<file path="src/rtl/core/mmts_pkg.sv">
// Shared types and constants for the min/max tracking stack.
// Holds action and status codes, the stored entry type and the
// command/status structs between controller and datapath. No dependencies.
package mmts_pkg;

  // Action codes on the input word (code 3 behaves as a read)
  localparam logic [1:0] ACT_PUSH = 2'd0;
  localparam logic [1:0] ACT_POP  = 2'd1;
  localparam logic [1:0] ACT_READ = 2'd2;

  // Status codes on the result word
  localparam logic [1:0] STS_OK        = 2'd0;
  localparam logic [1:0] STS_OVERFLOW  = 2'd1;
  localparam logic [1:0] STS_UNDERFLOW = 2'd2;

  localparam int unsigned DATA_W  = 32;
  localparam int unsigned DEPTH_W = 8;

  // Reported for top, min and max when the stack is empty
  localparam logic signed [DATA_W-1:0] EMPTY_WORD = -32'sd1;

  // One stack entry: value plus running min/max at or below it
  typedef struct packed {
    logic signed [DATA_W-1:0] value;
    logic signed [DATA_W-1:0] min;
    logic signed [DATA_W-1:0] max;
  } entry_t;

  // Controller -> datapath commands
  typedef struct packed {
    logic       push;      // write new entry, count up
    logic       pop;       // count down
    logic       fill;      // load top cache from memory read data
    logic       out_load;  // capture result word into output register
    logic [1:0] status;    // status code captured with the result
  } cmd_t;

  // Datapath -> controller status
  typedef struct packed {
    logic empty;
    logic full;
    logic two_plus;        // at least two entries held
  } sts_t;

endpackage

</file>
<file path="src/rtl/core/mmts_ctrl.sv">
// Controller for the min/max tracking stack: handshake, action decode and
// the refill sequence after a pop. Depends on mmts_pkg.
module mmts_ctrl (
  input  logic               clk_i,
  input  logic               rst_ni,
  input  logic               in_valid_i,
  output logic               in_stall_o,
  input  logic [1:0]         action_i,
  output logic               out_valid_o,
  input  logic               out_stall_i,
  input  mmts_pkg::sts_t     sts_i,
  output mmts_pkg::cmd_t     cmd_o
);

  typedef enum logic [1:0] {
    ST_IDLE  = 2'b01,
    ST_FETCH = 2'b10
  } state_e;

  state_e state_q, state_d;
  logic   out_valid_q, out_valid_d;
  logic   out_free;
  logic   accept;

  // Output register is free when empty or drained this cycle
  assign out_free   = !out_valid_q || !out_stall_i;
  assign in_stall_o = !((state_q == ST_IDLE) && out_free);
  assign accept     = in_valid_i && !in_stall_o;

  // Action decode and sequencing
  always_comb begin
    state_d = state_q;
    cmd_o   = '0;
    cmd_o.status = mmts_pkg::STS_OK;
    unique case (state_q)
      ST_IDLE: begin
        if (accept) begin
          priority if (action_i == mmts_pkg::ACT_PUSH) begin
            cmd_o.out_load = 1'b1;
            if (sts_i.full) begin
              cmd_o.status = mmts_pkg::STS_OVERFLOW;
            end else begin
              cmd_o.push = 1'b1;
            end
          end else if (action_i == mmts_pkg::ACT_POP) begin
            if (sts_i.empty) begin
              cmd_o.out_load = 1'b1;
              cmd_o.status   = mmts_pkg::STS_UNDERFLOW;
            end else if (sts_i.two_plus) begin
              // new top lives in memory: read it next cycle
              cmd_o.pop = 1'b1;
              state_d   = ST_FETCH;
            end else begin
              cmd_o.pop      = 1'b1;
              cmd_o.out_load = 1'b1;
            end
          end else begin
            cmd_o.out_load = 1'b1;
          end
        end
      end
      ST_FETCH: begin
        cmd_o.fill     = 1'b1;
        cmd_o.out_load = 1'b1;
        state_d        = ST_IDLE;
      end
      default: begin
        state_d = ST_IDLE;
      end
    endcase
  end

  // Result valid flag
  always_comb begin
    out_valid_d = out_valid_q;
    if (cmd_o.out_load) begin
      out_valid_d = 1'b1;
    end else if (!out_stall_i) begin
      out_valid_d = 1'b0;
    end
  end

  always_ff @(posedge clk_i or negedge rst_ni) begin
    if (!rst_ni) begin
      state_q     <= ST_IDLE;
      out_valid_q <= 1'b0;
    end else begin
      state_q     <= state_d;
      out_valid_q <= out_valid_d;
    end
  end

  assign out_valid_o = out_valid_q;

endmodule

</file>
<file path="config.mk">
export PLATFORM = sky130hd
export DESIGN_NAME = mmts_ctrl
export DESIGN_NICKNAME = d
export VERILOG_FILES = /design/src/rtl/core/mmts_pkg.sv /design/src/rtl/core/mmts_ctrl.sv
export SDC_FILE = /design/constraint.sdc
export NUM_CORES = 1
export LEC_CHECK = 0
export BUFFER_PORTS_ARGS = -buffer_cell sky130_fd_sc_hd__buf_2
export CAP_MARGIN = 20
export CORE_AREA = 2 2 39 41
export DETAILED_ROUTE_END_ITERATION = 7
export DIE_AREA = 0 0 41 43
export PLACE_DENSITY_LB_ADDON = 0.2
export REMOVE_ABC_BUFFERS = 1
export SLEW_MARGIN = 5
export SYNTH_ARGS = -nofsm -noshare
export SYNTH_HDL_FRONTEND = slang
export SYNTH_SLANG_ARGS = --single-unit
</file>
<file path="constraint.sdc">
create_clock -name clk_i -period 2.12 [get_ports clk_i]
set_clock_uncertainty 0.05 [all_clocks]
set_input_delay 0.212 -clock clk_i [delete_from_list [all_inputs] [get_ports clk_i]]
set_output_delay 0.212 -clock clk_i [all_outputs]
set_load 0.01 [all_outputs]
</file>
==> key figures, run 1 <==
Run status
  • Status: completed

Pwr
  • Leakage: 0.211 nW
  • Clock Power Share: 0.241
  • Switching fraction of total power: 0.399
  • P_int: ~250 uW
  • Seq pwr share: 0.252
  • Gate power share: 0.507
  • Pwr per Cell Area: around 1100 nW/um^2
  • IR drop worst, VDD: between 0.0005 and 0.0006 V
  • Net Sw Power: 164 uW

GRT
  • Largest net degree at the start of global routing: 8
  • GRT Residual Overflow: 0
  • GR Util All Layers: 0.0715
  • Vias in the first global route: around 240
  • Global-route wire length before repair: 834 um
  • Initial antenna violation count: 0

Critical path
  • Critical path capture point type: output port
  • Setup slack, reg-to-reg: approximately 460 ps
  • Worst Reg-to-Reg Cells: 4
  • CP Data Arrival Time: 1610 ps
  • Critical Path RT: roughly 1900 ps
  • FF-to-FF End: state_q[0]$_DFFE_PN1P_
  • WS Path Type: reg2out
  • Worst Setup Start Kind: flop
  • Reg-to-Reg Start: state_q[0]$_DFFE_PN1P_
  • Max Fanout on Critical Path: 7

Drt
  • Routed len/inst: between 8 and 9 um
  • Initial drt markers: 3
  • ANT nets after route: 0
  • Pre-antenna DRT Iters: 4
  • Residual DRC: 0
  • Via-to-Cell Ratio: around 4.3
  • Via count: between 200 and 300
  • Total wire length: around 570 um

Layout
  • Most common cell after layout, fill and taps aside: buf_2
  • Commonest non-fill, non-tap cells in the layout: buf_2 (16), nor2_1 (6), nand2_1 (5)
  • Layout cells sized above 1: 0.438
  • Non-filler cells, final: 64
  • ANT cells: 0
  • Filler cell count: 155
  • Layout area overhead: 56.3%
  • Fin nets: 60

Timing
  • Slew @ Worst Pin: 271 ps
  • Final period demand of the worst path: 1870 ps
  • Endpoints failing hold: 0
  • Fin Hold WS: about 260 ps
  • Rel. slew slack: 0.819
  • Slew Viols, Final: 0
  • Fmax: roughly 530 MHz
  • Fin Setup TNS: 0 ps
  • Final Setup Violations: 0
  • Fin crit share: 0.882
  • RSZ-0062 raised after global routing: false

Logic synthesis
  • Mean cell area of the mapped netlist: slightly above 8 um^2
  • Synthesized area: 229 um^2
  • Synth Register Bits: 3
  • Mapped Cells: 28
  • Cell variety after synth: 14
  • Sequential fraction of the synthesis area: 0.333
  • Syn. warnings: 0

Clocking
  • Root Buffer: clkbuf_4
  • TritonCTS clock tree: built
  • H-tree depth reported by CTS: 1
  • Reg clk slew, reported paths: 40 ps
  • Post CTS Setup Buffer Count: 0
  • CTS Buffer Depth: 2
  • CTS Buf Count: 3
  • # clock sinks: 3
  • Worst-Skew Late Latency: 230 ps

Floorplanning
  • Initial Util: 0.165
  • Die H: ~43 um
  • Core Rows: 14
  • Chip width: just over 40 um
  • I/O pin count: 17
  • Die area: between 1500 and 2000 um^2
  • Core Box Area: between 1000 and 1500 um^2

Place
  • Final HPWL DP: between 400 and 500 um
  • Port-buffer cells: 16
  • Global placement routability congestion: about 0.64
  • Dpl cells: around 60

Job
  • MaxCap Viol Count: 0

Min path
  • Hold Path Class: in2async
[cell families after synthesis]
group,synth area share
AND/OR/NAND/NOR,0.372
buffers and inverters,0.0820
AO/OA/AOI/OAI,0.104
flip-flops,0.333
adder cells (fa/ha/maj),0.109
[worst max-delay path, cell delays in order (launching register included)]
cell       delay [ps]
dfstp_2           530
ha_1              310
nand2_2            80
nand4bb_1         220
nor2_1            110
buf_2             130
[per-stage QoR]
stage	util	setup slack [ps]	power (mW)	instance area [um^2]
2_1_floorplan	-	604	0.232	221
3_3_place_gp	0.232	480	0.314	322
3_5_place_dp	0.232	469	0.310	322
4_1_cts	0.259	234	0.419	358
5_1_grt	0.259	120	0.455	358
6_report	0.259	251	0.411	358
[state kept, by name, summed over array words and instances, names as in the netlist]
| register | count |
|---|---|
| out_valid_o | 1 |
| state_q | 2 |
[worst max path at each step]
stage	start	end	cells past startpoint
after floorplan	state_q[0]$_DFFE_PN1P_	state_q[0]$_DFFE_PN1P_	4
after global placement	state_q[0]$_DFFE_PN1P_	state_q[0]$_DFFE_PN1P_	4
after detailed placement	state_q[0]$_DFFE_PN1P_	state_q[0]$_DFFE_PN1P_	4
after CTS	state_q[0]$_DFFE_PN1P_	cmd_o[1]	5
after global routing	state_q[0]$_DFFE_PN1P_	cmd_o[1]	5
final	state_q[0]$_DFFE_PN1P_	cmd_o[1]	5
[power groups by stage]
stage          Sequential [mW]  Clock [mW]  Combinational (mW)
6_report                 0.104      0.0989               0.208
5_1_grt                  0.109       0.109               0.237
4_1_cts                  0.104       0.106               0.210
2_1_floorplan            0.106           0               0.126
3_5_place_dp             0.105           0               0.205
3_3_place_gp             0.104           0               0.210
[layer usage]
| layer | wire [um] | vias up | GRT usage |
|---|---|---|---|
| met2 | 228 | 14 | 0.109 |
| met1 | 268 | 125 | 0.0779 |
| met3 | 75 | 0 | 0.0157 |
| met5 | 0 | - | 0 |
| met4 | 0 | 0 | 0.0600 |
| li1 | - | 133 | - |
[area by class of cell]
type                       instances  area, um^2  share of cell area
timing repair buffer              17        90.1               0.252
inverter                           3        11.3              0.0315
sequential                         3        76.3               0.213
tap                               16        20.0              0.0559
multi-input combinational         21         134               0.374
clock buffer                       4        26.3              0.0734
[synthesized netlist by cell type]
library cell	n	area [um^2]
a21bo_1	1	10.0
nand2_2	1	6.26
or3b_1	1	8.76
nand4bb_1	2	22.5
dfstp_2	1	26.3
o21ai_0	1	5.00
nor2_1	6	22.5
nand2_1	5	18.8
ha_1	2	25.0
a41oi_1	1	8.76
inv_1	3	11.3
dfrtp_1	2	50.1
buf_4	1	7.51
nand4_1	1	6.26
[timing repair]
item / 4_1_cts / 5_1_grt
hold buffers: 1 / 0
hold endpoints to repair: 3 / 0
gates resized for setup: 0 / 0
endpoints found under the setup margin: 0 / 0
No activity file was read; power rests on OpenSTA's default activity.
==> run 2, diff against run 1 <==
==> constraint.sdc (replaced) <==
create_clock -name clk_i -period 2.12 [get_ports clk_i]
set_clock_uncertainty 0.05 [all_clocks]
set_input_delay 0.424 -clock clk_i [delete_from_list [all_inputs] [get_ports clk_i]]
set_output_delay 0.424 -clock clk_i [all_outputs]
set_load 0.01 [all_outputs]
==> run 2 against run 1 <==
Effect of this change:
- combinational power about the same
- via count fell by 7.4%
- flip-flop and latch count stayed put
- total power grew 0.75%
- routed wire length increased by 4.9%
- setup slack worse by 140 ps
- global-route usage up 1.1 points
==> key figures, run 2 (synthesized netlist as in run 1, its figures left out) <==
Pwr
  • IR drop worst, VDD: 0.000360 V (-28%)
  • Seq pwr share: 0.255 (+0.003)
  • Pwr per Cell Area: 1150 nW/um^2 (about the same)
  • P_int: 250 uW (+1.4%)
  • Net Sw Power: 164 uW (-0.27%)
  • Gate power share: 0.507 (about the same)
  • Clock Power Share: 0.238 (-0.003)
  • Switching fraction of total power: 0.395 (-0.00402)
  • Leakage: 0.210 nW (-0.48%)

Min path
  • Hold Path Class: reg2reg
  • Worst Hold Depth: 2
  • Worst Hold Path EP: state_q[1]$_DFFE_PN0P_
  • Hold path startpoint: state_q[1]$_DFFE_PN0P_

Critical path
  • Setup slack, reg-to-reg: 560 ps (+100 ps)
  • Crit. Startpoint: state_q[0]$_DFFE_PN1P_
  • WS Path Type: reg2out
  • Worst Setup Start Kind: flop
  • Critical Path RT: 1650 ps (-210 ps)
  • Reg-to-Reg Start: state_q[0]$_DFFE_PN1P_
  • Max Fanout on Critical Path: 7 (unchanged)
  • FF-to-FF End: state_q[0]$_DFFE_PN1P_
  • CP Data Arrival Time: 1530 ps (-80 ps)
  • Critical path capture point type: output port
  • Worst Reg-to-Reg Cells: 4 (unchanged)

Run status
  • Status: completed

Layout
  • Layout area overhead: 57.4%
  • Commonest non-fill, non-tap cells in the layout: buf_2 (16), nor2_1 (6), nand2_1 (5)
  • Layout cells sized above 1: 0.458 (+0.0208)
  • Non-filler cells, final: 64 (unchanged)
  • Most common cell after layout, fill and taps aside: buf_2
  • Max reg flops: 2 (unchanged)
  • ANT cells: 0 (unchanged)
  • Filler cell count: 155 (unchanged)
  • Biggest register: state_q
  • Fin nets: 60 (unchanged)
  • Final core occ: 0.260 (+0.00181)
  • Design area: 360 um^2 (+0.70%)

Drt
  • Residual DRC: 0 (unchanged)
  • ANT nets after route: 0 (unchanged)
  • Via-to-Cell Ratio: 3.94 (-7.4%)
  • Via count: 252 (-7.4%)
  • Initial drt markers: 9 (+6)
  • Routed len/inst: 9.36 um (+4.9%)
  • Total wire length: 599 um (+4.9%)
  • Pre-antenna DRT Iters: 4 (unchanged)

Clocking
  • H-tree depth reported by CTS: 1 (unchanged)
  • TritonCTS clock tree: built
  • Worst-Skew Late Latency: 230 ps (about the same)
  • Root Buffer: clkbuf_4
  • CTS Buffer Depth: 2 (unchanged)
  • Reg clk slew, reported paths: 40 ps (about the same)
  • # clock sinks: 3 (unchanged)
  • CTS Buf Count: 3 (unchanged)

Floorplanning
  • Chip width: 41 um (unchanged)
  • Core Box Area: 1380 um^2 (unchanged)
  • Die area: 1760 um^2 (unchanged)
  • Initial Util: 0.165 (unchanged)
  • I/O pin count: 17 (unchanged)
  • Die H: 43 um (unchanged)
  • Core Rows: 14 (unchanged)

Timing
  • Fmax: 498 MHz (-6.9%)
  • Final period demand of the worst path: 2010 ps (+139 ps)
  • RSZ-0062 raised after global routing: false
  • Rel. slew slack: 0.866 (+0.0463)
  • Slew Viols, Final: 0 (unchanged)
  • Fin crit share: 0.947 (+0.0653)
  • Endpoints failing hold: 0 (unchanged)
  • Final Setup Violations: 0 (unchanged)
  • Slew @ Worst Pin: 199 ps (-72.0 ps)
  • Fin Setup TNS: 0 ps (unchanged)

Place
  • Placed Area: 322 um^2 (unchanged)
  • Dpl cells: 59 (unchanged)
  • Final HPWL DP: 471 um (+1.1%)
  • Global placement routability congestion: 0.622 (-2.7%)
  • Port-buffer cells: 16 (unchanged)

GRT
  • Grt met1 use: 0.0942 (+0.0162)
  • Met3 usage: 0.0366 (+0.0209)
  • Busiest layer in global routing: met4
  • GR Layer Usage met2: 0.0969 (-0.0125)
  • Initial antenna violation count: 0 (unchanged)
  • GR Util All Layers: 0.0826 (+0.0111)
  • Vias in the first global route: 216 (-11%)
  • Largest net degree at the start of global routing: 8 (unchanged)
  • Global-route wire length before repair: 869 um (+4.2%)
  • GRT Residual Overflow: 0 (unchanged)

Job
  • MaxCap Viol Count: 0 (unchanged)
[run 2: cell counts in the layout (fill, tap and decap cells not counted)]
No cell type changed its count.
[run 2: what timing repair did]
| action | CTS | global route |
|---|---|---|
| hold endpoints to repair | 2 | 0 |
| setup endpoints to repair | 0 | 2 |
| resized for setup | 0 | 1 |
| setup buffers | 0 | 0 |
| hold buffers | 1 | 0 |
[run 2: per-layer routing]
layer | routed length [um] | part of all wire
met3 | 85 | 0.14
met5 | 0 | 0
met4 | 0 | 0
met1 | 273 | 0.46
met2 | 240 | 0.40
[run 2: power by group through the flow]
stage	combinational [mW]	clock [mW]	sequential, mW
after floorplan	0.126	0	0.106
after global placement	0.207	0	0.104
after detailed placement	0.206	0	0.106
after CTS	0.208	0.106	0.105
after global routing	0.235	0.115	0.108
final	0.210	0.0986	0.106
[run 2: layout make-up]
cell class,count,area (um^2),area share
Sequential cell,3,76.3,0.212
Inverter,3,11.3,0.0312
Tap cell,16,20.0,0.0556
Clock buffer,4,26.3,0.0729
Multi-Input combinational cell,21,136,0.378
Timing Repair Buffer,17,90.1,0.250
[run 2: critical path: stages, from the launching register on]
cell and delay [ps]:
dfstp_2 530, ha_2 250, nand2_2 60, nand4bb_1 210, nor2_1 120, buf_2 130
[run 2: how the worst max path moves through the flow]
stage / cells after the start / slack (ps) / end
finish: 5 / 110 / cmd_o[1]
global route: 5 / 20 / cmd_o[1]
CTS: 5 / 40 / cmd_o[1]
detailed placement: 5 / 290 / cmd_o[1]
global placement: 5 / 310 / cmd_o[1]
floorplan: 4 / 430 / cmd_o[1]
[run 2: metrics by stage]
| step | setup WS [ps] | hold WS (ps) | power, mW |
|---|---|---|---|
| global placement | 314 | 172 | 0.311 |
| floorplan | 434 | 78.4 | 0.232 |
| global route | 23.6 | 474 | 0.458 |
| detailed placement | 289 | 169 | 0.311 |
| finish | 112 | 462 | 0.414 |
| CTS | 37.5 | 453 | 0.419 |
==> run 3, diff against run 2 <==
Clock period 2.12 ns to 1.6 ns, I/O delays scaled along.
==> run 3 against run 2 <==
Effect of this change:
- the flow now finishes with violations (negative setup slack)
- combinational power grew 82%
- clock power up 33%
- sequential share of layout area decreased by 2.6 points
- die area unchanged
- core utilization is 3.6 points higher
- total power grew 58%
- setup slack got worse by 300 ps
- cell area grew 14%
- clock-buffer cell count unchanged
- global-route usage increased by 0.41 points
- largest power group unchanged
==> key figures, run 3 (synthesized netlist as in run 1, its figures left out) <==
Critical path
  • Worst Reg-to-Reg Cells: 4 (unchanged)
  • Max Fanout on Critical Path: 3 (-4)
  • Critical path cell sequence: ha_4, nand2_2, nand4bb_1, nor2_1, buf_2
  • CP Data Arrival Time: 1420 ps (-110 ps)
  • Setup slack, reg-to-reg: 130 ps (-430 ps)
  • Worst Path Buf+Inv: 1 (unchanged)
  • Critical path capture point type: output port
  • FF-to-FF End: state_q[0]$_DFFE_PN1P_
  • Slowest stage delay, CP: 550 ps (+20 ps)
  • Reg-to-Reg Start: state_q[0]$_DFFE_PN1P_
  • Slowest-stage cell, CP: dfstp_2
  • Crit path max-delay family: flip-flops
  • Critical Path RT: 1230 ps (-420 ps)
  • Worst Setup Start Kind: flop
  • WS Path Type: reg2out

Timing
  • Slew @ Worst Pin: 217 ps (+18.4 ps)
  • RSZ-0062 raised after global routing: true
  • Min setup slack post-route: -191 ps (-304 ps)
  • Slew Viols, Final: 0 (unchanged)
  • Fin crit share: 1.12
  • Rel. slew slack: 0.854 (-0.0121)
  • Final period demand of the worst path: 1790 ps
  • Final Setup Violations: 6 (+6)
  • Fmax: 558 MHz
  • Endpoints failing hold: 0 (unchanged)

Layout
  • Most common cell after layout, fill and taps aside: buf_2
  • Layout area overhead: 79.2%
  • Max reg flops: 2 (unchanged)
  • Design area: 410 um^2 (+14%)
  • Fin nets: 64 (+6.7%)
  • Commonest non-fill, non-tap cells in the layout: buf_2 (16), nor2_1 (6), nand2_1 (5)
  • Layout cells sized above 1: 0.538 (+0.0801)
  • Biggest register: state_q
  • Final core occ: 0.297 (+0.0362)
  • ANT cells: 0 (unchanged)

Drt
  • DR WL met2: 259 um (+7.9%)
  • Pre-antenna DRT Iters: 2 (-2)
  • Via-to-Cell Ratio: 4.01 (+2.0%)
  • Routed length on met1: 293 um (+7.3%)
  • ANT nets after route: 0 (unchanged)
  • Residual DRC: 0 (unchanged)
  • Routed len/inst: 9.40 um (+0.40%)
  • Initial drt markers: 5 (-4)
  • Met3 wire len: 86 um (+1.2%)
  • Via count: 273 (+8.3%)
  • Total wire length: 639 um (+6.7%)
  • Max Used Layer: met3

Place
  • Port-buffer cells: 16 (unchanged)
  • Place WS: -31.5 ps (-320 ps)
  • Placed Area: 337 um^2 (+4.7%)
  • Global placement routability congestion: 0.694 (+12%)

GRT
  • Initial antenna violation count: 0 (unchanged)
  • GRT Residual Overflow: 0 (unchanged)
  • Global-route wire length before repair: 952 um (+9.6%)
  • GR Util All Layers: 0.0867 (+0.00412)
  • Vias in the first global route: 236 (+9.3%)
  • Largest net degree at the start of global routing: 7 (-1)

Run status
  • Failing checks: negative setup slack
  • Status: finished, violations left

Floorplanning
  • Core Rows: 14 (unchanged)
  • Initial Util: 0.165 (unchanged)
  • Die area: 1760 um^2 (unchanged)
  • Core Box Area: 1380 um^2 (unchanged)
  • Die H: 43 um (unchanged)
  • I/O pin count: 17 (unchanged)
  • Chip width: 41 um (unchanged)

Pwr
  • IR drop worst, VDD: 0.000576 V (+60%)
  • Leakage: 0.229 nW (+9.2%)
  • Pwr per Cell Area: 1590 nW/um^2 (+39%)

Clocking
  • Reg clk slew, reported paths: 40 ps (about the same)
  • CTS Buffer Depth: 2 (unchanged)
  • Worst-Skew Late Latency: 230 ps (about the same)
  • Root Buffer: clkbuf_4
  • CTS Buf Count: 3 (unchanged)
  • H-tree depth reported by CTS: 1 (unchanged)
  • # clock sinks: 3 (unchanged)
  • TritonCTS clock tree: built

Job
  • MaxCap Viol Count: 0 (unchanged)

Min path
  • Hold Path Class: in2async
[run 3: cell count changes in the layout (fill, tap and decap cells not counted), sizes merged]
cell,change
buf,+4
[run 3: how the worst max path moves through the flow]
stage                                 startpoint  cells after the start       end
after floorplan           state_q[0]$_DFFE_PN1P_                      4  cmd_o[1]
after global placement    state_q[0]$_DFFE_PN1P_                      5  cmd_o[1]
after detailed placement  state_q[0]$_DFFE_PN1P_                      5  cmd_o[1]
after CTS                 state_q[0]$_DFFE_PN1P_                      5  cmd_o[1]
after global routing      state_q[0]$_DFFE_PN1P_                      5  cmd_o[1]
final                     state_q[0]$_DFFE_PN1P_                      5  cmd_o[1]
[run 3: repair_timing]
| action | 4_1_cts | 5_1_grt |
|---|---|---|
| endpoints found under the setup margin | 6 | 7 |
| hold buffers | 1 | 0 |
| buffers inserted | 2 | 0 |
| endpoints found under the hold margin | 3 | 0 |
| pin swaps | 3 | 0 |
| resized for setup | 4 | 0 |
[run 3: metal layers]
layer  vias up  track usage
met5         -            0
met2        14        0.106
met3         0       0.0366
met4         0       0.0800
met1       116        0.107
li1        143            -
[run 3: final cells by class]
type / count / area [um^2]
tap: 16 / 20.0
timing repair buffer: 21 / 120
inverter: 3 / 11.3
multi-input combinational: 21 / 156
sequential: 3 / 76.3
clock buffer: 4 / 26.3
fill: 150 / 973
[run 3: through the flow]
step / setup TNS, ps / hold WS, ps / power, mW / cells
global route: -1230 / 376 / 0.725 / 68
global placement: -38.5 / 67.8 / 0.463 / 61
floorplan: 0 / -25.6 / 0.308 / 27
detailed placement: -47.1 / 67.5 / 0.458 / 61
finish: -789 / 364 / 0.654 / 68
CTS: -816 / 346 / 0.664 / 68
[run 3: power by group]
| part | switching (mW) | internal, mW | total, mW | leakage [nW] |
|---|---|---|---|---|
| Clock | 0.0376 | 0.0934 | 0.131 | 0.0150 |
| Combinational | 0.183 | 0.199 | 0.382 | 0.178 |
| Sequential | 0.0255 | 0.116 | 0.141 | 0.0362 |
| Total | 0.246 | 0.408 | 0.654 | 0.229 |
[run 3: worst register-to-register path, delay by kind of cell, from the launching register on]
family          cells  cell delay (ps)
simple gates        2              450
compound gates      1              210
flops               1              550
fa+ha+maj           1              140
